File: src/rtl/core/jbec_pkg.sv
// types, constants and helper functions of the jpeg entropy coder
`default_nettype none

package jbec_pkg;

    localparam logic [1:0] CMD_COEF  = 2'd0;
    localparam logic [1:0] CMD_DC_WR = 2'd1;
    localparam logic [1:0] CMD_AC_WR = 2'd2;

    localparam int DC_DEPTH = 12;
    localparam int AC_DEPTH = 256;

    localparam logic [7:0] SYM_ZRL = 8'hF0;
    localparam logic [7:0] SYM_EOB = 8'h00;
    localparam logic [5:0] LAST_POS = 6'd63;
    localparam logic [4:0] CODE_LEN_MAX = 5'd16;

    typedef struct packed {
        logic [15:0] code;
        logic [4:0]  len;
    } code_entry_t;

    typedef struct packed {
        logic        rd_en;
        logic [3:0]  dc_rd_addr;
        logic [7:0]  ac_rd_addr;
        logic        dc_wr_en;
        logic [3:0]  dc_wr_addr;
        logic        ac_wr_en;
        logic [7:0]  ac_wr_addr;
        code_entry_t wr_entry;
    } store_req_t;

    typedef struct packed {
        code_entry_t dc_entry;
        code_entry_t zrl_entry;
        code_entry_t ac_entry;
    } store_rsp_t;

    typedef struct packed {
        logic        code_dc;
        logic [1:0]  zrl_cnt;
        logic        do_mag;
        logic [10:0] mag_bits;
        logic [3:0]  mag_cnt;
    } chunk_job_t;

    typedef enum logic [1:0] {
        SEQ_IDLE,
        SEQ_ZRL,
        SEQ_CODE,
        SEQ_MAG
    } seq_state_t;

    function automatic logic [15:0] low_mask16(input logic [4:0] n);
        logic [16:0] m;
        m = (17'd1 << n) - 17'd1;
        return m[15:0];
    endfunction

    // bit length of a magnitude
    function automatic logic [3:0] category11(input logic [10:0] a);
        logic [3:0] c;
        c = 4'd0;
        for (int i = 0; i < 11; i++)
        begin
            if (a[i])
            begin
                c = 4'(i + 1);
            end
        end
        return c;
    endfunction

endpackage

`default_nettype wire

File: src/rtl/core/jbec_if.sv
// valid/ready channel interfaces for coefficient items and code chunks
`default_nettype none


interface jbec_chunk_if;
    logic        valid;
    logic        ready;
    logic [15:0] out_bits;
    logic [4:0]  out_count;
    logic        missing_code;
    logic        last;

    modport source (
        output valid, out_bits, out_count, missing_code, last,
        input  ready
    );
    modport sink (
        input  valid, out_bits, out_count, missing_code, last,
        output ready
    );
endinterface

`default_nettype wire

File: src/rtl/core/jbec_chunk_seq.sv
// chunk sequencer: walks zrl, code and magnitude chunks into the output register
`default_nettype none

module jbec_chunk_seq (
    input  logic                 clk,
    input  logic                 rst_n,
    input  logic                 start,
    input  jbec_pkg::chunk_job_t job,
    input  jbec_pkg::store_rsp_t rsp,
    output logic                 ready,
    jbec_chunk_if.source         chunk
);
    import jbec_pkg::*;

    seq_state_t  state_reg, state_next;
    logic [1:0]  zrl_left_reg, zrl_left_next;
    chunk_job_t  job_reg;

    logic        out_valid_reg;
    logic [15:0] out_bits_reg;
    logic [4:0]  out_count_reg;
    logic        out_missing_reg;
    logic        out_last_reg;

    code_entry_t cur_entry;
    logic        cur_is_code;
    logic [15:0] cur_bits;
    logic [4:0]  cur_count;
    logic        cur_missing;
    logic        cur_last;
    logic        load;

    // chunk presented by the current state
    always_comb
    begin
        cur_entry   = '0;
        cur_is_code = 1'b0;
        cur_last    = 1'b0;
        cur_bits    = 16'd0;
        cur_count   = 5'd0;
        cur_missing = 1'b0;
        unique case (state_reg)
            SEQ_IDLE:
            begin
                cur_is_code = 1'b0;
            end
            SEQ_ZRL:
            begin
                cur_entry   = rsp.zrl_entry;
                cur_is_code = 1'b1;
            end
            SEQ_CODE:
            begin
                cur_entry   = job_reg.code_dc ? rsp.dc_entry : rsp.ac_entry;
                cur_is_code = 1'b1;
                cur_last    = !job_reg.do_mag;
            end
            SEQ_MAG:
            begin
                cur_bits  = {5'd0, job_reg.mag_bits};
                cur_count = {1'b0, job_reg.mag_cnt};
                cur_last  = 1'b1;
            end
        endcase
        if (cur_is_code)
        begin
            if (cur_entry.len == 5'd0)
            begin
                cur_missing = 1'b1;
            end
            else
            begin
                cur_bits  = cur_entry.code & low_mask16(cur_entry.len);
                cur_count = cur_entry.len;
            end
        end
    end

    assign load  = (state_reg != SEQ_IDLE) && (!out_valid_reg || chunk.ready);
    assign ready = (state_reg == SEQ_IDLE) || (load && cur_last);

    always_comb
    begin
        state_next    = state_reg;
        zrl_left_next = zrl_left_reg;
        priority if (start)
        begin
            zrl_left_next = job.zrl_cnt;
            state_next    = (job.zrl_cnt != 2'd0) ? SEQ_ZRL : SEQ_CODE;
        end
        else if (load)
        begin
            unique case (state_reg)
                SEQ_IDLE:
                begin
                    state_next = SEQ_IDLE;
                end
                SEQ_ZRL:
                begin
                    zrl_left_next = zrl_left_reg - 2'd1;
                    if (zrl_left_reg == 2'd1)
                    begin
                        state_next = SEQ_CODE;
                    end
                end
                SEQ_CODE:
                begin
                    state_next = job_reg.do_mag ? SEQ_MAG : SEQ_IDLE;
                end
                SEQ_MAG:
                begin
                    state_next = SEQ_IDLE;
                end
            endcase
        end
        else
        begin
            state_next = state_reg;
        end
    end

    always_ff @(posedge clk or negedge rst_n)
    begin
        if (!rst_n)
        begin
            state_reg     <= SEQ_IDLE;
            zrl_left_reg  <= 2'd0;
            out_valid_reg <= 1'b0;
        end
        else
        begin
            state_reg    <= state_next;
            zrl_left_reg <= zrl_left_next;
            if (load)
            begin
                out_valid_reg <= 1'b1;
            end
            else if (chunk.ready)
            begin
                out_valid_reg <= 1'b0;
            end
        end
    end

    always_ff @(posedge clk)
    begin
        if (start)
        begin
            job_reg <= job;
        end
        if (load)
        begin
            out_bits_reg    <= cur_bits;
            out_count_reg   <= cur_count;
            out_missing_reg <= cur_missing;
            out_last_reg    <= cur_last;
        end
    end

    assign chunk.valid        = out_valid_reg;
    assign chunk.out_bits     = out_bits_reg;
    assign chunk.out_count    = out_count_reg;
    assign chunk.missing_code = out_missing_reg;
    assign chunk.last         = out_last_reg;

endmodule

`default_nettype wire

File: src/flat_wrapper.sv
// flat-port wrapper written by rule: the top's interface ports become plain ports
module jbec_chunk_seq_flat import jbec_pkg::*;
  (clk, rst_n, start, job, rsp, ready, chunk_valid, chunk_out_bits, chunk_out_count, chunk_missing_code, chunk_last, chunk_ready);
  jbec_chunk_if chunk_i ();
  input  logic clk;
  input  logic rst_n;
  input  logic start;
  input  jbec_pkg::chunk_job_t job;
  input  jbec_pkg::store_rsp_t rsp;
  output logic ready;
  output wire logic [$bits(chunk_i.valid)-1:0] chunk_valid;
  output wire logic [$bits(chunk_i.out_bits)-1:0] chunk_out_bits;
  output wire logic [$bits(chunk_i.out_count)-1:0] chunk_out_count;
  output wire logic [$bits(chunk_i.missing_code)-1:0] chunk_missing_code;
  output wire logic [$bits(chunk_i.last)-1:0] chunk_last;
  input wire logic [$bits(chunk_i.ready)-1:0] chunk_ready;
  assign chunk_valid = chunk_i.valid;
  assign chunk_out_bits = chunk_i.out_bits;
  assign chunk_out_count = chunk_i.out_count;
  assign chunk_missing_code = chunk_i.missing_code;
  assign chunk_last = chunk_i.last;
  assign chunk_i.ready = chunk_ready;
  jbec_chunk_seq u_core (.clk(clk), .rst_n(rst_n), .start(start), .job(job), .rsp(rsp), .ready(ready), .chunk(chunk_i));
endmodule
File: config.mk
export PLATFORM = sky130hd
export DESIGN_NAME = jbec_chunk_seq_flat
export DESIGN_NICKNAME = d
export VERILOG_FILES = /design/src/rtl/core/jbec_pkg.sv /design/src/rtl/core/jbec_if.sv /design/src/rtl/core/jbec_chunk_seq.sv /design/src/flat_wrapper.sv
export SDC_FILE = /design/constraint.sdc
export NUM_CORES = 1
export LEC_CHECK = 0
export BUFFER_PORTS_ARGS = -buffer_cell sky130_fd_sc_hd__buf_2
export CELL_PAD_IN_SITES_DETAIL_PLACEMENT = 0
export CELL_PAD_IN_SITES_GLOBAL_PLACEMENT = 1
export CORE_MARGIN = 2
export CORE_UTILIZATION = 29
export DETAILED_ROUTE_END_ITERATION = 6
export GPL_ROUTABILITY_DRIVEN = 0
export PLACE_DENSITY = 0.67
export SLEW_MARGIN = 20
export SYNTH_ARGS = -nofsm -noshare
export SYNTH_HDL_FRONTEND = slang
export SYNTH_SLANG_ARGS = --single-unit
export TNS_END_PERCENT = 30
File: constraint.sdc
create_clock -name clk -period 3.6 [get_ports clk]
set_input_delay 0.54 -clock clk [delete_from_list [all_inputs] [get_ports clk]]
set_output_delay 0.54 -clock clk [all_outputs]
set_load 0.02 [all_outputs]
==> impl.org <==
** Finish
- Synthesis-to-finish area growth :: 31.90%
- Measured on the finished design, the core utilization comes to 0.3923.
- Layout cell share with drive strength beyond 1 :: 0.4006
- N_diodes :: 0
- Net total in the final layout :: 438
- Non-filler cells in the finished layout :: 455
- The filler cells instantiated in the layout total 910.
- The finished cells cover 3405 um^2.
- The register with the most flip-flops in the layout has 17 of them.

** STA
- In the final timing run, aggregate negative setup slack is 0 ns.
- Headroom to the max-slew limit came out at 0.5563.
- Final hold violation count :: 0
- The tightest hold path in the finished design has a slack of 0.02965 ns.
- The clock arrives with 0.005612 ns of skew.
- Final Max Slew Viols :: 0
- For the pin with the worst max-slew slack, the measured transition is 0.6656 ns.
- Setup violations remaining at the end of the flow were counted as 0.
- Min Clock Period, post-route :: 3.322 ns
- Period utilisation layout :: 0.9228
- Setup repair after global routing left no endpoint under its margin.
- Smallest setup slack after layout :: 0.2780 ns
- Max frequency :: 0.3010 GHz

** Clocking
- The H-tree was split into 2 levels.
- At the later pin of the worst-skew pair, clock insertion delay measures 0.30 ns.
- Setup repair bufs after CTS :: 0
- The clock drives 45 sinks.
- TritonCTS built the clock tree.
- The clock passes through at most 2 buffers.
- Post-CTS Hold Buffers :: 0
- After clock tree synthesis, the clock-pin slew on the worst setup and hold paths is 0.09 ns.
- Clock buffer count from CTS :: 5
- Post-CTS repair changed the size of 0 cells.
- The tree is rooted in a clkbuf_8.

** Critical path
- CP endpoint kind :: register
- Worst endpoint data arrival time :: 3.50 ns
- Critical Path Source Type :: register
- Walking the worst path, the cells encountered are buf_4 -> mux2i_1 -> o21a_1 -> nand2_1 -> o31ai_4 -> inv_1 -> ha_1 -> or4_1 -> a2111oi_2 -> a211o_1.
- Critical path class :: reg -> reg
- Data required time at the worst endpoint :: 3.78 ns
- Worst-path cell with the longest stage delay :: or4_1
- In this run the worst path has a maximum fanout of 11.
- The largest single stage delay on the critical path is 0.59 ns.

** Yosys
- The synthesized design contains 40 enable-type register cells.
- In the synthesized netlist the dominant register cell turns out to be edfxtp_1.
- Share of synthesized flip-flops with an asynchronous set or reset :: 0.1111
- Post-synthesis area per instance :: 11.03 um^2
- Post-synthesis instance area :: 2581 um^2
- Most area-hungry cell type in the Yosys netlist :: edfxtp_1
- Cell count after synthesis :: 234
- Among all cell types in the netlist, the one instantiated most often is edfxtp_1.
- The commonest cells after synthesis are 40 x edfxtp_1, 25 x nand2_1, 19 x mux2i_1.
- Of the post-synthesis cell area, the dominant cell type holds 0.4653.
- Part of the Yosys area used for sequential elements :: 0.5138
- Synth Register Bits :: 45
- The netlist uses 49 different library cells.
- Post-Syn Nets :: 326
- Sorting the synthesized cells by area gives the leading types as edfxtp_1 47%, mux2i_1 7.4%, dfrtp_1 4.8%.
- During synthesis, Yosys emitted a total of 0 warnings.

** Worst hold path
- Hold Path Class :: in -> async

** Global route
- Number of antenna violations at the first check in global routing :: 0
- Total gr overflow :: 0
- For this run, the total global-route usage over all layers was measured as 0.1500.
- The number of global-route vias before repair is 2302.
- Global-route wire length before repair :: 11.46 mm
- Entering global routing, the biggest net connects 26 pins.

** Floorplanning
- The die is 98.35 um tall.
- The die covers 9672 um^2.
- The floorplan step set the die width to 98.35 um.
- The region available for standard cell placement spans 8678 um^2.
- Placement row count :: 34
- For this design the top-level I/O count stands at 111.
- For this configuration, the core starts out at a cell density of 0.2974.

** Power
- Standby leakage power :: 1.510 nW
- IR analysis of the VDD net gives a maximum drop of 180.9 uV.
- For this design the ratio of total power to cell area is 553.6 nW/um^2.
- Overall power :: 1.885 mW

** Route
- Violation count after the first detailed-route iteration :: 104
- The detailed router placed 2159 vias in this run.
- After detailed routing, the number of remaining DRC violations is 0.
- The detail route stage leaves a number of antenna-violating nets equal to 0.
- Average via count per standard cell :: 4.745
- After detailed routing, the average wire length per cell comes to 15.68 um.
- The first detailed-routing pass took 4 iterations.
- The final layout contains routed wiring with a total length of 7.134 mm.

** Placement
- Half-perimeter wire length after placement :: 5.553 mm
- Counting tap cells, the placed design contains a total of 447 instances.
- In this run the cell area measured after placement is 3263 um^2.
- OpenSTA, run right after detailed placement, puts the worst setup slack at 0.2376 ns.
- Number of buffers inserted by port buffering :: 110

** Run
- Maxcap violations :: 0

** Run status
- Result of the run :: finished, final reports clean
-- layer usage --
layer,part of all wire,wire (um),global-route usage
met2,0.51,3606,0.2674
met1,0.43,3081,0.1869
met4,0.0090,64,0.02845
met5,0,0,0
met3,0.054,382,0.03436
-- cells by family (layout without fill, tap and decap cells) --
logic type,after synthesis,after routing,synth area share
AND/OR/NAND/NOR,67,67,0.1212
adder cells (fa/ha/maj),6,6,0.02908
multiplexers,22,22,0.08822
flip-flops,45,45,0.5138
XOR/XNOR,5,5,0.01697
buffers and inverters,22,135,0.04023
AO/OA/AOI/OAI,67,67,0.1905
-- path summary, 6_finish.rpt --
check | start | endpoint | slack (ns) | cells past startpoint
max in group asynchronous | rst_n | u_core.state_reg[1] | 3.44 | 1
min in group clk | job[13] | u_core.job_reg[13] | 0.41 | 1
setup / recovery | u_core.job_reg[18] | u_core.chunk.out_bits[10] | 0.28 | 10
setup reg to reg | u_core.job_reg[18] | u_core.chunk.out_bits[10] | 0.28 | 10
hold / removal | rst_n | u_core.zrl_left_reg[0] | 0.03 | 1
hold reg to reg | u_core.job_reg[7] | u_core.chunk.out_bits[3] | 0.53 | 1
-- final cells by class --
type                            count  area [um^2]  share of cell area
Clock buffer                        5        68.82             0.02021
Clock inverter                      3        65.06             0.01911
Inverter                            8        30.03            0.008820
Multi-Input combinational cell    167         1161              0.3410
Sequential cell                    45         1326              0.3896
Tap cell                          108        135.1             0.03969
Timing Repair Buffer              119        618.1              0.1816
-- cells in the final DEF, fill, tap and decap left out, types with 2 or more instances in the layout --
| cell | n |
|---|---|
| buf_2 | 110 |
| xnor2_1 | 3 |
| buf_4 | 9 |
| or4_1 | 2 |
| o311ai_0 | 2 |
| o21ai_1 | 2 |
| nand2b_1 | 3 |
| nand4_1 | 2 |
| nor2b_1 | 2 |
| inv_1 | 8 |
| o2bb2ai_1 | 2 |
| nor3_1 | 5 |
| edfxtp_1 | 40 |
| nand2_2 | 2 |
| o21ai_0 | 16 |
| a32o_1 | 2 |
| nor2_1 | 12 |
| nand3_1 | 6 |
| nand2_1 | 25 |
| xor2_1 | 2 |
| a22o_1 | 6 |
| a21oi_1 | 18 |
| a211o_1 | 2 |
| and2_1 | 6 |
| mux2i_1 | 19 |
| clkbuf_8 | 5 |
| dfrtp_1 | 5 |
| a22oi_2 | 2 |
| bufinv_16 | 2 |
| ha_1 | 6 |
| o31ai_1 | 2 |
-- worst max-delay path, delay by kind of cell, from the launching register on --
| kind | cells | cell delay (ns) |
|---|---|---|
| compound gates | 4 | 1.02 |
| flops | 1 | 0.49 |
| buf+inv | 2 | 0.31 |
| simple gates | 2 | 0.75 |
| mux | 1 | 0.29 |
| fa+ha+maj | 1 | 0.32 |
-- power breakdown --
part / switching (mW) / internal [mW] / total, mW
combinational: 0.455 / 0.266 / 0.721
sequential: 0.0297 / 0.676 / 0.706
clock: 0.182 / 0.276 / 0.458
total: 0.667 / 1.22 / 1.88
No activity file was read; power rests on OpenSTA's default activity.
